==> config.mk <==
export PLATFORM = sky130hd
export DESIGN_NAME = audio_frontend_level_decimate_flat
export DESIGN_NICKNAME = d
export VERILOG_FILES = /design/src/rtl/afld_pkg.sv /design/src/rtl/afld_ifs.sv /design/src/rtl/afld_ram.sv /design/src/rtl/afld_regs.sv /design/src/rtl/afld_ctrl.sv /design/src/rtl/afld_dp.sv /design/src/rtl/audio_frontend_level_decimate.sv /design/src/flat_wrapper.sv
export SDC_FILE = /design/constraint.sdc
export NUM_CORES = 2
export LEC_CHECK = 0
export ABC_AREA = 1
export BUFFER_PORTS_ARGS = -buffer_cell sky130_fd_sc_hd__buf_2
export CORE_UTILIZATION = 69
export DETAILED_ROUTE_END_ITERATION = 10
export PLACE_DENSITY_LB_ADDON = 0.2
export SLEW_MARGIN = 10
export SYNTH_ARGS = -nofsm -noshare
export SYNTH_HDL_FRONTEND = slang
export SYNTH_SLANG_ARGS = --single-unit
==> constraint.sdc <==
create_clock -name clk -period 23.5 [get_ports clk]
set_input_delay 7.05 -clock clk [delete_from_list [all_inputs] [get_ports clk]]
set_output_delay 7.05 -clock clk [all_outputs]
set_load 0.005 [all_outputs]
==> src/rtl/afld_pkg.sv <==
`default_nettype none
// ----------------------------------------------------------------------------
// afld_pkg
// Shared widths, register map, control codes and types for the audio front
// end level tracker and demodulator sample feed.
// ----------------------------------------------------------------------------
package afld_pkg;

  // Item field widths.
  localparam int STREAM_IDX_W = 3;
  localparam int SAMPLE_W     = 16;
  localparam int DEMOD_W      = 17;
  localparam int LEVEL_W      = 8;

  // Configuration register widths.
  localparam int MODE_W   = 2;
  localparam int FACTOR_W = 4;
  localparam int COEFF_W  = 16;

  // Per-stream state widths.
  localparam int TRACK_W = 25;
  localparam int SUM_W   = 20;
  localparam int CNT_W   = 4;

  // A tracker holds the sample scaled up by this many bits.
  localparam int TRACK_FRAC_SHIFT = 8;
  // Half of one Q0.16 unit, used to round the tracker step.
  localparam int COEFF_ROUND = 32768;

  // Level = floor((peak - valley) * 50 / 2^22 + 1/2), clamped.
  localparam int LEVEL_GAIN  = 50;
  localparam int LEVEL_SHIFT = 22;
  localparam int LEVEL_ROUND = 2097152;
  localparam int LEVEL_MAX   = 200;

  // Default parameter values.
  localparam int DEF_NUM_STREAMS     = 8;
  localparam int DEF_UPSAMPLE_FACTOR = 2;

  // APB port.
  localparam int APB_ADDR_W = 4;
  localparam int APB_DATA_W = 32;
  localparam int REG_IDX_W  = 2;

  // Register indexes (byte address is four times the index).
  localparam logic [REG_IDX_W-1:0] REG_MODEM_MODE      = 2'd0;
  localparam logic [REG_IDX_W-1:0] REG_DECIMATE_FACTOR = 2'd1;
  localparam logic [REG_IDX_W-1:0] REG_ATTACK_COEFF    = 2'd2;
  localparam logic [REG_IDX_W-1:0] REG_DECAY_COEFF     = 2'd3;

  // Modem mode codes. Code 3 behaves as baseband.
  localparam logic [MODE_W-1:0] MODE_OFF      = 2'd0;
  localparam logic [MODE_W-1:0] MODE_AFSK     = 2'd1;
  localparam logic [MODE_W-1:0] MODE_BASEBAND = 2'd2;

  // Register reset values.
  localparam logic [MODE_W-1:0]   RST_MODEM_MODE      = MODE_OFF;
  localparam logic [FACTOR_W-1:0] RST_DECIMATE_FACTOR = 4'd1;
  localparam logic [COEFF_W-1:0]  RST_ATTACK_COEFF    = 16'd6554;
  localparam logic [COEFF_W-1:0]  RST_DECAY_COEFF     = 16'd66;

  typedef struct packed {
    logic [MODE_W-1:0]   modem_mode;
    logic [FACTOR_W-1:0] decimate_factor;
    logic [COEFF_W-1:0]  attack_coeff;
    logic [COEFF_W-1:0]  decay_coeff;
  } cfg_t;

  // One word of per-stream state memory.
  typedef struct packed {
    logic [TRACK_W-1:0] peak;
    logic [TRACK_W-1:0] valley;
    logic [SUM_W-1:0]   sum;
    logic [CNT_W-1:0]   cnt;
  } state_word_t;

  typedef enum logic [3:0] {
    S_IDLE,
    S_READ,
    S_LOAD,
    S_PMUL,
    S_PADD,
    S_VMUL,
    S_VADD,
    S_LEVEL,
    S_DECIM,
    S_DIV,
    S_WRITE,
    S_EMIT
  } afld_state_t;

  typedef enum logic [3:0] {
    OP_NONE,
    OP_CAPTURE,
    OP_LOAD,
    OP_PMUL,
    OP_PADD,
    OP_VMUL,
    OP_VADD,
    OP_LEVEL,
    OP_DECIM,
    OP_DIV,
    OP_WRITE,
    OP_EMIT
  } dp_op_t;

  typedef struct packed {
    dp_op_t op;
  } dp_cmd_t;

  typedef struct packed {
    logic decim_hit;
    logic div_last;
    logic emit_last;
    logic out_free;
  } dp_status_t;

  // Index width for a count of entries, at least one bit.
  function automatic int idx_width(input int n);
    return (n > 1) ? $clog2(n) : 1;
  endfunction

endpackage
`default_nettype wire

==> src/rtl/afld_ifs.sv <==
`default_nettype none
// ----------------------------------------------------------------------------
// afld_ifs
// Valid/ready channels for sample items in and result items out.
// ----------------------------------------------------------------------------
interface afld_in_if;
  logic                                valid;
  logic                                ready;
  logic [afld_pkg::STREAM_IDX_W-1:0]   stream_index;
  logic signed [afld_pkg::SAMPLE_W-1:0] audio_sample;

  modport source(output valid, output stream_index, output audio_sample, input ready);
  modport sink(input valid, input stream_index, input audio_sample, output ready);
endinterface

interface afld_out_if;
  logic                                 valid;
  logic                                 ready;
  logic                                 sample_valid;
  logic signed [afld_pkg::DEMOD_W-1:0]  demod_sample;
  logic [afld_pkg::LEVEL_W-1:0]         received_level;
  logic                                 last_of_run;

  modport source(output valid, output sample_valid, output demod_sample,
                 output received_level, output last_of_run, input ready);
  modport sink(input valid, input sample_valid, input demod_sample,
               input received_level, input last_of_run, output ready);
endinterface
`default_nettype wire

==> src/rtl/afld_ram.sv <==
`default_nettype none
// ----------------------------------------------------------------------------
// afld_ram
// Generic single-clock RAM, one write port and one registered read port.
// ----------------------------------------------------------------------------
module afld_ram #(
  parameter int WIDTH = 8,
  parameter int DEPTH = 8
) (
  input  logic                                      clk,
  input  logic                                      we,
  input  logic [afld_pkg::idx_width(DEPTH)-1:0]     waddr,
  input  logic [WIDTH-1:0]                          wdata,
  input  logic [afld_pkg::idx_width(DEPTH)-1:0]     raddr,
  output logic [WIDTH-1:0]                          rdata
);

  logic [WIDTH-1:0] mem [DEPTH];

  always_ff @(posedge clk) begin
    if (we) begin
      mem[waddr] <= wdata;
    end
    rdata <= mem[raddr];
  end

endmodule
`default_nettype wire

==> src/rtl/afld_regs.sv <==
`default_nettype none
// ----------------------------------------------------------------------------
// afld_regs
// APB configuration registers shared by all streams.
// ----------------------------------------------------------------------------
module afld_regs (
  input  logic                              clk,
  input  logic                              rst,
  input  logic                              psel,
  input  logic                              penable,
  input  logic                              pwrite,
  input  logic [afld_pkg::APB_ADDR_W-1:0]   paddr,
  input  logic [afld_pkg::APB_DATA_W-1:0]   pwdata,
  output logic [afld_pkg::APB_DATA_W-1:0]   prdata,
  output logic                              pready,
  output afld_pkg::cfg_t                    cfg
);
  import afld_pkg::*;

  logic [REG_IDX_W-1:0] reg_idx;
  logic                 wr_en;

  assign pready  = 1'b1;
  assign reg_idx = paddr[APB_ADDR_W-1:2];
  assign wr_en   = psel && penable && pwrite;

  always_ff @(posedge clk) begin
    if (rst) begin
      cfg.modem_mode      <= RST_MODEM_MODE;
      cfg.decimate_factor <= RST_DECIMATE_FACTOR;
      cfg.attack_coeff    <= RST_ATTACK_COEFF;
      cfg.decay_coeff     <= RST_DECAY_COEFF;
    end else if (wr_en) begin
      case (reg_idx)
        REG_MODEM_MODE:      cfg.modem_mode      <= pwdata[MODE_W-1:0];
        REG_DECIMATE_FACTOR: cfg.decimate_factor <= pwdata[FACTOR_W-1:0];
        REG_ATTACK_COEFF:    cfg.attack_coeff    <= pwdata[COEFF_W-1:0];
        REG_DECAY_COEFF:     cfg.decay_coeff     <= pwdata[COEFF_W-1:0];
        default: ;
      endcase
    end
  end

  always_comb begin
    case (reg_idx)
      REG_MODEM_MODE:      prdata = APB_DATA_W'(cfg.modem_mode);
      REG_DECIMATE_FACTOR: prdata = APB_DATA_W'(cfg.decimate_factor);
      REG_ATTACK_COEFF:    prdata = APB_DATA_W'(cfg.attack_coeff);
      REG_DECAY_COEFF:     prdata = APB_DATA_W'(cfg.decay_coeff);
      default:             prdata = '0;
    endcase
  end

endmodule
`default_nettype wire

==> src/rtl/afld_ctrl.sv <==
`default_nettype none
// ----------------------------------------------------------------------------
// afld_ctrl
// Sequencer: steps one item through state read, tracker updates, level,
// decimation and divide, state write-back and result emission.
// ----------------------------------------------------------------------------
module afld_ctrl (
  input  logic                    clk,
  input  logic                    rst,
  input  afld_pkg::cfg_t          cfg,
  input  logic                    in_valid,
  output logic                    in_ready,
  input  afld_pkg::dp_status_t    status,
  output afld_pkg::dp_cmd_t       cmd
);
  import afld_pkg::*;

  afld_state_t state, state_next;
  logic        afsk_decim;

  assign afsk_decim = (cfg.modem_mode == MODE_AFSK) && (cfg.decimate_factor > 4'd1);

  always_ff @(posedge clk) begin
    if (rst) begin
      state <= S_IDLE;
    end else begin
      state <= state_next;
    end
  end

  always_comb begin
    state_next = state;
    cmd.op     = OP_NONE;
    in_ready   = 1'b0;
    case (state)
      S_IDLE: begin
        in_ready = 1'b1;
        if (in_valid) begin
          cmd.op     = OP_CAPTURE;
          state_next = S_READ;
        end
      end
      S_READ: begin
        state_next = S_LOAD;
      end
      S_LOAD: begin
        cmd.op     = OP_LOAD;
        state_next = S_PMUL;
      end
      S_PMUL: begin
        cmd.op     = OP_PMUL;
        state_next = S_PADD;
      end
      S_PADD: begin
        cmd.op     = OP_PADD;
        state_next = S_VMUL;
      end
      S_VMUL: begin
        cmd.op     = OP_VMUL;
        state_next = S_VADD;
      end
      S_VADD: begin
        cmd.op     = OP_VADD;
        state_next = S_LEVEL;
      end
      S_LEVEL: begin
        cmd.op     = OP_LEVEL;
        state_next = afsk_decim ? S_DECIM : S_WRITE;
      end
      S_DECIM: begin
        cmd.op     = OP_DECIM;
        state_next = status.decim_hit ? S_DIV : S_WRITE;
      end
      S_DIV: begin
        cmd.op = OP_DIV;
        if (status.div_last) begin
          state_next = S_WRITE;
        end
      end
      S_WRITE: begin
        cmd.op     = OP_WRITE;
        state_next = S_EMIT;
      end
      S_EMIT: begin
        if (status.out_free) begin
          cmd.op = OP_EMIT;
          if (status.emit_last) begin
            state_next = S_IDLE;
          end
        end
      end
      default: begin
        state_next = S_IDLE;
      end
    endcase
  end

endmodule
`default_nettype wire

==> src/rtl/afld_dp.sv <==
`default_nettype none
// ----------------------------------------------------------------------------
// afld_dp
// Datapath: item capture, shared tracker multiplier, level scaling, boxcar
// sum with a bit-serial divider, result formatting and the output register.
// ----------------------------------------------------------------------------
module afld_dp #(
  parameter int NUM_STREAMS     = afld_pkg::DEF_NUM_STREAMS,
  parameter int UPSAMPLE_FACTOR = afld_pkg::DEF_UPSAMPLE_FACTOR
) (
  input  logic                                          clk,
  input  logic                                          rst,
  input  afld_pkg::cfg_t                                cfg,
  input  afld_pkg::dp_cmd_t                             cmd,
  input  logic [afld_pkg::STREAM_IDX_W-1:0]             in_stream_index,
  input  logic signed [afld_pkg::SAMPLE_W-1:0]          in_audio_sample,
  output afld_pkg::dp_status_t                          status,
  output logic                                          ram_we,
  output logic [afld_pkg::idx_width(NUM_STREAMS)-1:0]   ram_addr,
  output afld_pkg::state_word_t                         ram_wdata,
  input  afld_pkg::state_word_t                         ram_rdata,
  input  logic                                          out_ready,
  output logic                                          out_valid,
  output logic                                          out_sample_valid,
  output logic signed [afld_pkg::DEMOD_W-1:0]           out_demod_sample,
  output logic [afld_pkg::LEVEL_W-1:0]                  out_received_level,
  output logic                                          out_last_of_run
);
  import afld_pkg::*;

  localparam int IDX_W     = idx_width(NUM_STREAMS);
  localparam int EM_W      = idx_width(UPSAMPLE_FACTOR);
  localparam int DIV_CNT_W = $clog2(SUM_W);
  localparam int X_W       = TRACK_W + 1;
  localparam int PROD_W    = X_W + COEFF_W + 1;
  localparam int EXT_W     = X_W - SAMPLE_W - TRACK_FRAC_SHIFT;

  // Item and per-stream working registers.
  logic [IDX_W-1:0]             idx_r;
  logic signed [SAMPLE_W-1:0]   sam_r;
  logic signed [TRACK_W-1:0]    peak_r;
  logic signed [TRACK_W-1:0]    valley_r;
  logic signed [SUM_W-1:0]      sum_r;
  logic [CNT_W-1:0]             cnt_r;
  logic signed [PROD_W-1:0]     prod_r;
  logic [LEVEL_W-1:0]           level_r;
  logic                         hit_r;
  logic                         div_neg;
  logic [SUM_W-1:0]             div_quot;
  logic [FACTOR_W-1:0]          div_rem;
  logic [DIV_CNT_W-1:0]         div_cnt;
  logic [EM_W-1:0]              em_cnt;
  logic [NUM_STREAMS-1:0]       written_r;

  logic signed [X_W-1:0]        x_ext;
  logic signed [X_W-1:0]        peak_ext;
  logic signed [X_W-1:0]        valley_ext;
  logic signed [X_W-1:0]        cur_ext;
  logic                         use_peak;
  logic                         toward;
  logic signed [COEFF_W:0]      coeff_s;
  logic signed [X_W-1:0]        diff_x;
  logic signed [PROD_W-1:0]     prod_full;
  logic signed [PROD_W-1:0]     step;
  logic signed [TRACK_W-1:0]    track_new;
  logic signed [X_W-1:0]        lvl_diff;
  logic signed [31:0]           lvl_prod;
  logic signed [31:0]           lvl_round;
  logic [LEVEL_W-1:0]           lvl_clamp;
  logic signed [SUM_W-1:0]      sum_new;
  logic [CNT_W-1:0]             cnt_new;
  logic [SUM_W-1:0]             sum_mag;
  logic [FACTOR_W:0]            rem_sh;
  logic [FACTOR_W+1:0]          trial;
  logic                         trial_ge;
  logic [SUM_W-1:0]             avg;
  logic signed [31:0]           up_full;
  logic                         res_valid;
  logic signed [DEMOD_W-1:0]    res_sample;
  logic                         emit_last;

  // Stream index modulo the stream count by repeated subtraction.
  function automatic logic [IDX_W-1:0] reduce_idx(input logic [STREAM_IDX_W-1:0] raw);
    logic [STREAM_IDX_W:0] v;
    v = {1'b0, raw};
    for (int i = 0; i < 2**STREAM_IDX_W; i++) begin
      if (v >= NUM_STREAMS) begin
        v = v - (STREAM_IDX_W+1)'(NUM_STREAMS);
      end
    end
    return IDX_W'(v);
  endfunction

  // Tracker step: t + floor((coeff * (x - t) + 2^15) / 2^16).
  assign x_ext      = {{EXT_W{sam_r[SAMPLE_W-1]}}, sam_r, {TRACK_FRAC_SHIFT{1'b0}}};
  assign peak_ext   = X_W'(peak_r);
  assign valley_ext = X_W'(valley_r);
  assign use_peak   = (cmd.op == OP_PMUL) || (cmd.op == OP_PADD);
  assign cur_ext    = use_peak ? peak_ext : valley_ext;
  assign toward     = use_peak ? (x_ext >= peak_ext) : (x_ext <= valley_ext);
  assign coeff_s    = $signed({1'b0, toward ? cfg.attack_coeff : cfg.decay_coeff});
  assign diff_x     = x_ext - cur_ext;
  assign prod_full  = diff_x * coeff_s;
  assign step       = (prod_r + PROD_W'(COEFF_ROUND)) >>> COEFF_W;
  assign track_new  = TRACK_W'(cur_ext + X_W'(step));

  // Level scaling with round to nearest, then clamp.
  assign lvl_diff  = peak_ext - valley_ext;
  assign lvl_prod  = 32'(lvl_diff) * LEVEL_GAIN;
  assign lvl_round = (lvl_prod + LEVEL_ROUND) >>> LEVEL_SHIFT;

  always_comb begin
    if (lvl_round < 0) begin
      lvl_clamp = '0;
    end else if (lvl_round > LEVEL_MAX) begin
      lvl_clamp = LEVEL_W'(LEVEL_MAX);
    end else begin
      lvl_clamp = LEVEL_W'(lvl_round);
    end
  end

  // Boxcar accumulate and the divider's restoring step.
  assign sum_new  = sum_r + SUM_W'(sam_r);
  assign cnt_new  = cnt_r + CNT_W'(1);
  assign sum_mag  = sum_new[SUM_W-1] ? SUM_W'(-sum_new) : SUM_W'(sum_new);
  assign rem_sh   = {div_rem, div_quot[SUM_W-1]};
  assign trial    = {1'b0, rem_sh} - {2'b00, cfg.decimate_factor};
  assign trial_ge = !trial[FACTOR_W+1];
  assign avg      = div_neg ? SUM_W'(-div_quot) : div_quot;
  assign up_full  = 32'(sam_r) * UPSAMPLE_FACTOR;

  assign status.decim_hit = (cnt_new >= cfg.decimate_factor);
  assign status.div_last  = (div_cnt == DIV_CNT_W'(SUM_W - 1));
  assign status.out_free  = !out_valid || out_ready;
  assign status.emit_last = emit_last;

  always_comb begin
    emit_last  = 1'b1;
    res_valid  = 1'b0;
    res_sample = '0;
    case (cfg.modem_mode)
      MODE_OFF: begin
        res_valid = 1'b0;
      end
      MODE_AFSK: begin
        if (cfg.decimate_factor > 4'd1) begin
          res_valid  = hit_r;
          res_sample = hit_r ? DEMOD_W'(avg) : '0;
        end else begin
          res_valid  = 1'b1;
          res_sample = DEMOD_W'(sam_r);
        end
      end
      default: begin
        // Baseband: zeros first, then the sample scaled by UPSAMPLE_FACTOR.
        emit_last  = (em_cnt == EM_W'(UPSAMPLE_FACTOR - 1));
        res_valid  = 1'b1;
        res_sample = emit_last ? DEMOD_W'(up_full) : '0;
      end
    endcase
  end

  assign ram_we           = (cmd.op == OP_WRITE);
  assign ram_addr         = idx_r;
  assign ram_wdata.peak   = peak_r;
  assign ram_wdata.valley = valley_r;
  assign ram_wdata.sum    = sum_r;
  assign ram_wdata.cnt    = cnt_r;

  always_ff @(posedge clk) begin
    case (cmd.op)
      OP_CAPTURE: begin
        idx_r  <= reduce_idx(in_stream_index);
        sam_r  <= in_audio_sample;
        em_cnt <= '0;
        hit_r  <= 1'b0;
      end
      OP_LOAD: begin
        // A stream never written since reset reads as all zero.
        if (written_r[idx_r]) begin
          peak_r   <= $signed(ram_rdata.peak);
          valley_r <= $signed(ram_rdata.valley);
          sum_r    <= $signed(ram_rdata.sum);
          cnt_r    <= ram_rdata.cnt;
        end else begin
          peak_r   <= '0;
          valley_r <= '0;
          sum_r    <= '0;
          cnt_r    <= '0;
        end
      end
      OP_PMUL, OP_VMUL: begin
        prod_r <= prod_full;
      end
      OP_PADD: begin
        peak_r <= track_new;
      end
      OP_VADD: begin
        valley_r <= track_new;
      end
      OP_LEVEL: begin
        level_r <= lvl_clamp;
      end
      OP_DECIM: begin
        if (status.decim_hit) begin
          sum_r    <= '0;
          cnt_r    <= '0;
          hit_r    <= 1'b1;
          div_neg  <= sum_new[SUM_W-1];
          div_quot <= sum_mag;
          div_rem  <= '0;
          div_cnt  <= '0;
        end else begin
          sum_r <= sum_new;
          cnt_r <= cnt_new;
        end
      end
      OP_DIV: begin
        div_rem  <= trial_ge ? trial[FACTOR_W-1:0] : rem_sh[FACTOR_W-1:0];
        div_quot <= {div_quot[SUM_W-2:0], trial_ge};
        div_cnt  <= div_cnt + DIV_CNT_W'(1);
      end
      OP_EMIT: begin
        em_cnt <= em_cnt + EM_W'(1);
      end
      default: ;
    endcase
  end

  always_ff @(posedge clk) begin
    if (rst) begin
      written_r <= '0;
    end else if (cmd.op == OP_WRITE) begin
      written_r[idx_r] <= 1'b1;
    end
  end

  // Output register: loaded only when empty or being drained.
  always_ff @(posedge clk) begin
    if (rst) begin
      out_valid <= 1'b0;
    end else if (cmd.op == OP_EMIT) begin
      out_valid <= 1'b1;
    end else if (out_ready) begin
      out_valid <= 1'b0;
    end
  end

  always_ff @(posedge clk) begin
    if (cmd.op == OP_EMIT) begin
      out_sample_valid   <= res_valid;
      out_demod_sample   <= res_sample;
      out_received_level <= level_r;
      out_last_of_run    <= emit_last;
    end
  end

endmodule
`default_nettype wire

==> src/rtl/audio_frontend_level_decimate.sv <==
`default_nettype none
// ----------------------------------------------------------------------------
// audio_frontend_level_decimate
// Per-stream peak/valley level tracker with boxcar decimation or zero-stuff
// upsampling of the demodulator sample feed.
// ----------------------------------------------------------------------------
// Usage:
//   sample_ch carries one item per audio sample: a stream index and a signed
//   16-bit sample. result_ch returns the results of that item, in order; the
//   final one has last_of_run set. Off and AFSK modes give one result per
//   item, baseband gives UPSAMPLE_FACTOR results.
//   The APB port holds the mode, decimation factor and the two tracker
//   coefficients; write them only while no item is in flight.
//   Items are handled one at a time: a new item is taken only once the
//   last result of the one before is loaded into the output register.
//   AFSK mode takes longer than off mode when the factor is above one,
//   and longer still when an average is due, as the bit-serial divider
//   then works through all 20 bits of the sum; baseband takes longer as
//   UPSAMPLE_FACTOR grows. The state memory read, the shared tracker
//   multiplier and the divider set the time an item takes.
//   Reset clears the registers to their defaults and marks every stream's
//   state as zero at once; no clearing pass is needed.
//   A stalled receiver holds the output register; the block waits with the
//   next result and still takes a new item once the last one is loaded.
// ----------------------------------------------------------------------------
module audio_frontend_level_decimate #(
  parameter int NUM_STREAMS     = afld_pkg::DEF_NUM_STREAMS,
  parameter int UPSAMPLE_FACTOR = afld_pkg::DEF_UPSAMPLE_FACTOR
) (
  input  logic                              clk,
  input  logic                              rst,
  afld_in_if.sink                           sample_ch,
  afld_out_if.source                        result_ch,
  input  logic                              psel,
  input  logic                              penable,
  input  logic                              pwrite,
  input  logic [afld_pkg::APB_ADDR_W-1:0]   paddr,
  input  logic [afld_pkg::APB_DATA_W-1:0]   pwdata,
  output logic [afld_pkg::APB_DATA_W-1:0]   prdata,
  output logic                              pready
);
  import afld_pkg::*;

  localparam int IDX_W = idx_width(NUM_STREAMS);

  cfg_t          cfg;
  dp_cmd_t       cmd;
  dp_status_t    status;
  logic          ram_we;
  logic [IDX_W-1:0] ram_addr;
  state_word_t   ram_wdata;
  state_word_t   ram_rdata;

  afld_regs u_regs (
    .clk     (clk),
    .rst     (rst),
    .psel    (psel),
    .penable (penable),
    .pwrite  (pwrite),
    .paddr   (paddr),
    .pwdata  (pwdata),
    .prdata  (prdata),
    .pready  (pready),
    .cfg     (cfg)
  );

  afld_ctrl u_ctrl (
    .clk      (clk),
    .rst      (rst),
    .cfg      (cfg),
    .in_valid (sample_ch.valid),
    .in_ready (sample_ch.ready),
    .status   (status),
    .cmd      (cmd)
  );

  afld_dp #(
    .NUM_STREAMS     (NUM_STREAMS),
    .UPSAMPLE_FACTOR (UPSAMPLE_FACTOR)
  ) u_dp (
    .clk                (clk),
    .rst                (rst),
    .cfg                (cfg),
    .cmd                (cmd),
    .in_stream_index    (sample_ch.stream_index),
    .in_audio_sample    (sample_ch.audio_sample),
    .status             (status),
    .ram_we             (ram_we),
    .ram_addr           (ram_addr),
    .ram_wdata          (ram_wdata),
    .ram_rdata          (ram_rdata),
    .out_ready          (result_ch.ready),
    .out_valid          (result_ch.valid),
    .out_sample_valid   (result_ch.sample_valid),
    .out_demod_sample   (result_ch.demod_sample),
    .out_received_level (result_ch.received_level),
    .out_last_of_run    (result_ch.last_of_run)
  );

  afld_ram #(
    .WIDTH ($bits(state_word_t)),
    .DEPTH (NUM_STREAMS)
  ) u_state_ram (
    .clk   (clk),
    .we    (ram_we),
    .waddr (ram_addr),
    .wdata (ram_wdata),
    .raddr (ram_addr),
    .rdata (ram_rdata)
  );

endmodule
`default_nettype wire

==> src/flat_wrapper.sv <==
// flat-port wrapper written by rule: the top's interface ports become plain ports
module audio_frontend_level_decimate_flat import afld_pkg::*;
#(
  parameter int NUM_STREAMS     = afld_pkg::DEF_NUM_STREAMS,
  parameter int UPSAMPLE_FACTOR = afld_pkg::DEF_UPSAMPLE_FACTOR
)
  (clk, rst, psel, penable, pwrite, paddr, pwdata, prdata, pready, sample_ch_valid, sample_ch_stream_index, sample_ch_audio_sample, sample_ch_ready, result_ch_valid, result_ch_sample_valid, result_ch_demod_sample, result_ch_received_level, result_ch_last_of_run, result_ch_ready);
  afld_in_if sample_ch_i ();
  afld_out_if result_ch_i ();
  input  logic clk;
  input  logic rst;
  input  logic psel;
  input  logic penable;
  input  logic pwrite;
  input  logic [afld_pkg::APB_ADDR_W-1:0] paddr;
  input  logic [afld_pkg::APB_DATA_W-1:0] pwdata;
  output logic [afld_pkg::APB_DATA_W-1:0] prdata;
  output logic pready;
  input wire logic [$bits(sample_ch_i.valid)-1:0] sample_ch_valid;
  input wire logic [$bits(sample_ch_i.stream_index)-1:0] sample_ch_stream_index;
  input wire logic [$bits(sample_ch_i.audio_sample)-1:0] sample_ch_audio_sample;
  output wire logic [$bits(sample_ch_i.ready)-1:0] sample_ch_ready;
  output wire logic [$bits(result_ch_i.valid)-1:0] result_ch_valid;
  output wire logic [$bits(result_ch_i.sample_valid)-1:0] result_ch_sample_valid;
  output wire logic [$bits(result_ch_i.demod_sample)-1:0] result_ch_demod_sample;
  output wire logic [$bits(result_ch_i.received_level)-1:0] result_ch_received_level;
  output wire logic [$bits(result_ch_i.last_of_run)-1:0] result_ch_last_of_run;
  input wire logic [$bits(result_ch_i.ready)-1:0] result_ch_ready;
  assign sample_ch_i.valid = sample_ch_valid;
  assign sample_ch_i.stream_index = sample_ch_stream_index;
  assign sample_ch_i.audio_sample = sample_ch_audio_sample;
  assign sample_ch_ready = sample_ch_i.ready;
  assign result_ch_valid = result_ch_i.valid;
  assign result_ch_sample_valid = result_ch_i.sample_valid;
  assign result_ch_demod_sample = result_ch_i.demod_sample;
  assign result_ch_received_level = result_ch_i.received_level;
  assign result_ch_last_of_run = result_ch_i.last_of_run;
  assign result_ch_i.ready = result_ch_ready;
  audio_frontend_level_decimate #(.NUM_STREAMS(NUM_STREAMS), .UPSAMPLE_FACTOR(UPSAMPLE_FACTOR)) u_core (.clk(clk), .rst(rst), .sample_ch(sample_ch_i), .result_ch(result_ch_i), .psel(psel), .penable(penable), .pwrite(pwrite), .paddr(paddr), .pwdata(pwdata), .prdata(prdata), .pready(pready));
endmodule
==> flow_summary.ini <==
[timing]
setup_viol = 0
clock_skew_ps = 67.3
slew_headroom_pct = 23.3
period_needed_ps = 17600
worst_pin_slew_ps = 1140
final-max-slew-violation-count = 0
fmax_mhz = 56.8
fin_tns_setup_ps = 0
rsz0062_at_grt = false
finalHoldViolations = 0
final.period_utilization_pct = 74.9

[outcome]
status = finished clean

[yosys]
synth.distinct_cells = 65
synthCells = 5781
synth_ff_type = edfxtp_1
synth_common_cells = 1025 x nand2_1, 887 x inv_1, 778 x edfxtp_1
synth_area_leaders = edfxtp_1 40%, fa_1 14%, nand2_1 6.7%, ha_1 6.4%, inv_1 5.8%
async_reset_ff_share_pct = 0
yosys.area.top_type = edfxtp_1
synth_area_per_cell_um2 = 9.99
netlist_area_um2 = 57800
synth.most_common_cell = nand2_1
yosys_warnings = 0
synth-seq-area-share_pct = 44.8
ys_seq_elements = 903
synth_edf_count = 778
yosysTopAreaCellShare_pct = 40.5

[clocking]
cts_tree = done
htree_num_levels = 3
post_cts_buffers = 0
clk_pin_slew_worst_paths_ps = 60
clockRootBuffer = clkbuf_16
cts_buffers = 87
clockBufferDepth = 3
cts_resized = 0
hold_buffers = 0
cts_sinks = 903
clkLatencyLatePin_ps = 680

[grt]
grt_max_degree = 75
antenna_found_initial = 1
grt_pass1_wl_um = 243000
track_usage_pct = 37.6
grt_pass1_vias = 43100
overflow = 0

[layout]
drive_above_1_share_pct = 7.61
area_delta_synth_final_pct = 7.57
stdcell_area_um2 = 62100
nets = 6611
n_antenna_cell = 0
fillCellCount = 5648

[critical_path]
rr_startpoint = u_core.u_ctrl.state[2]
arrival_ps = 17970
cp_num_cells = 42
critical_path_class = primary input to flip-flop
critPathLaunchType = primary input
path_max_fanout = 62
crit_top_cell = inv_1
ff2ff_setup_slack_ps = 11700
reg2regPathDepth = 41
crit_family = adder cells
worstReg2RegEnd = u_core.u_dp.prod_r[34]
end_kind = flip-flop
critical-path-max-stage-delay_ps = 900
slowest_stage = o21ai_0
worstPathRequired_ps = 23860
path_buf_inv = 13

[placement]
gp_congestion = 0.986
placed_cell_area_um2 = 59200
place.port_buffers = 88
hpwl_um = 111000

[flow_run]
maxCapViolations = 0

[routing]
num_vias = 43300
drc_errors = 0
wl_um = 158000
detail_route.first_pass.iterations = 10
ant_nets = 0
drt_iter0_markers = 4924
routedWlPerCell_um = 22.6
via_per_inst = 6.20

[worst_hold_path]
min_path_cells = 0
hold_start = u_core.u_dp.level_r[3]
hold_path_end = u_core.u_dp.out_received_level[3]
hold_class = flip-flop to flip-flop

[floorplanning]
dieArea_um2 = 84900
die_w_um = 291
core_um2 = 82500
ioPinCount = 124
die_h_um = 291
start_util_pct = 70.0
core.rowCount = 105
-- layout by cell type (no fill, tap or decap), types with 87 or more instances in the layout --
master	count
nand2_1	1024
inv_1	886
edfxtp_1	778
nor2_1	426
fa_1	411
nand3_1	319
ha_1	295
o21ai_0	261
a21oi_1	209
dfxtp_1	125
nand4_1	117
xor2_1	103
a22oi_1	90
buf_2	88
clkbuf_16	87
-- sequential cells by signal, indices dropped and copies added (netlist names), 3 cells and up --
| register | cells |
|---|---|
| u_core.u_state_ram.rdata | 74 |
| u_core.u_dp.peak_r | 25 |
| u_core.u_dp.prod_r | 26 |
| u_core.u_dp.written_r | 8 |
| u_core.u_dp.valley_r | 25 |
| u_core.u_dp.out_demod_sample | 17 |
| u_core.u_dp.level_r | 8 |
| u_core.u_dp.ram_addr | 3 |
| u_core.u_dp.div_cnt | 5 |
| u_core.u_dp.sum_r | 20 |
| u_core.u_dp.div_rem | 4 |
| u_core.u_dp.cnt_r | 4 |
| u_core.u_regs.cfg | 38 |
| u_core.u_state_ram.mem | 592 |
| u_core.u_dp.out_received_level | 8 |
| u_core.u_ctrl.state | 4 |
| u_core.u_dp.div_quot | 20 |
| u_core.u_dp.sam_r | 16 |
-- metrics by stage --
stage / instances / hold WS [ps] / setup slack (ps) / utilization, %
3_3_place_gp: 6824 / 403 / 5560 / 71.8
4_1_cts: 6987 / 419 / 6100 / 75.3
5_1_grt: 6987 / 421 / 5470 / 75.3
2_1_floorplan: 5796 / 400 / 7830 / -
3_5_place_dp: 6824 / 405 / 5450 / 71.8
6_report: 6987 / 421 / 5900 / 75.3
-- layer usage --
| layer | global-route usage, % | part of all wire, % |
|---|---|---|
| met4 | 15.9 | 4.7 |
| met2 | 60.8 | 46 |
| met3 | 6.44 | 11 |
| met5 | 0 | 0 |
| met1 | 50.7 | 38 |
-- cell families after synthesis --
group           after synthesis  synth area share (%)
compound gates              825                  8.89
buf+inv                    1106                  7.51
fa+ha+maj                   706                  20.6
other cells                   2                0.0130
flops                       903                  44.8
simple gates               2088                  15.9
xor+xnor                    151                  2.29
-- cell type report --
class,count,area (um2),share of cell area (%)
sequential,903,25900,41.6
tap,1070,1340,2.15
multi-input combinational,3787,27700,44.6
clock inverter,36,408,0.657
timing repair buffer,145,868,1.40
inverter,919,3460,5.56
clock buffer,127,2470,3.98
-- how the worst max path moves through the flow --
stage,endpoint,from
finish,u_core.u_dp.prod_r[34],result_ch_ready
global route,u_core.u_dp.prod_r[40],result_ch_ready
CTS,u_core.u_dp.prod_r[34],result_ch_ready
detailed placement,u_core.u_dp.prod_r[40],result_ch_ready
global placement,u_core.u_dp.prod_r[40],result_ch_ready
floorplan,u_core.u_state_ram.mem[1][0],result_ch_ready
Power is left out: the tool's default activity adds up to more than one toggle a clock period on the data nets, which glitch-free logic cannot reach.
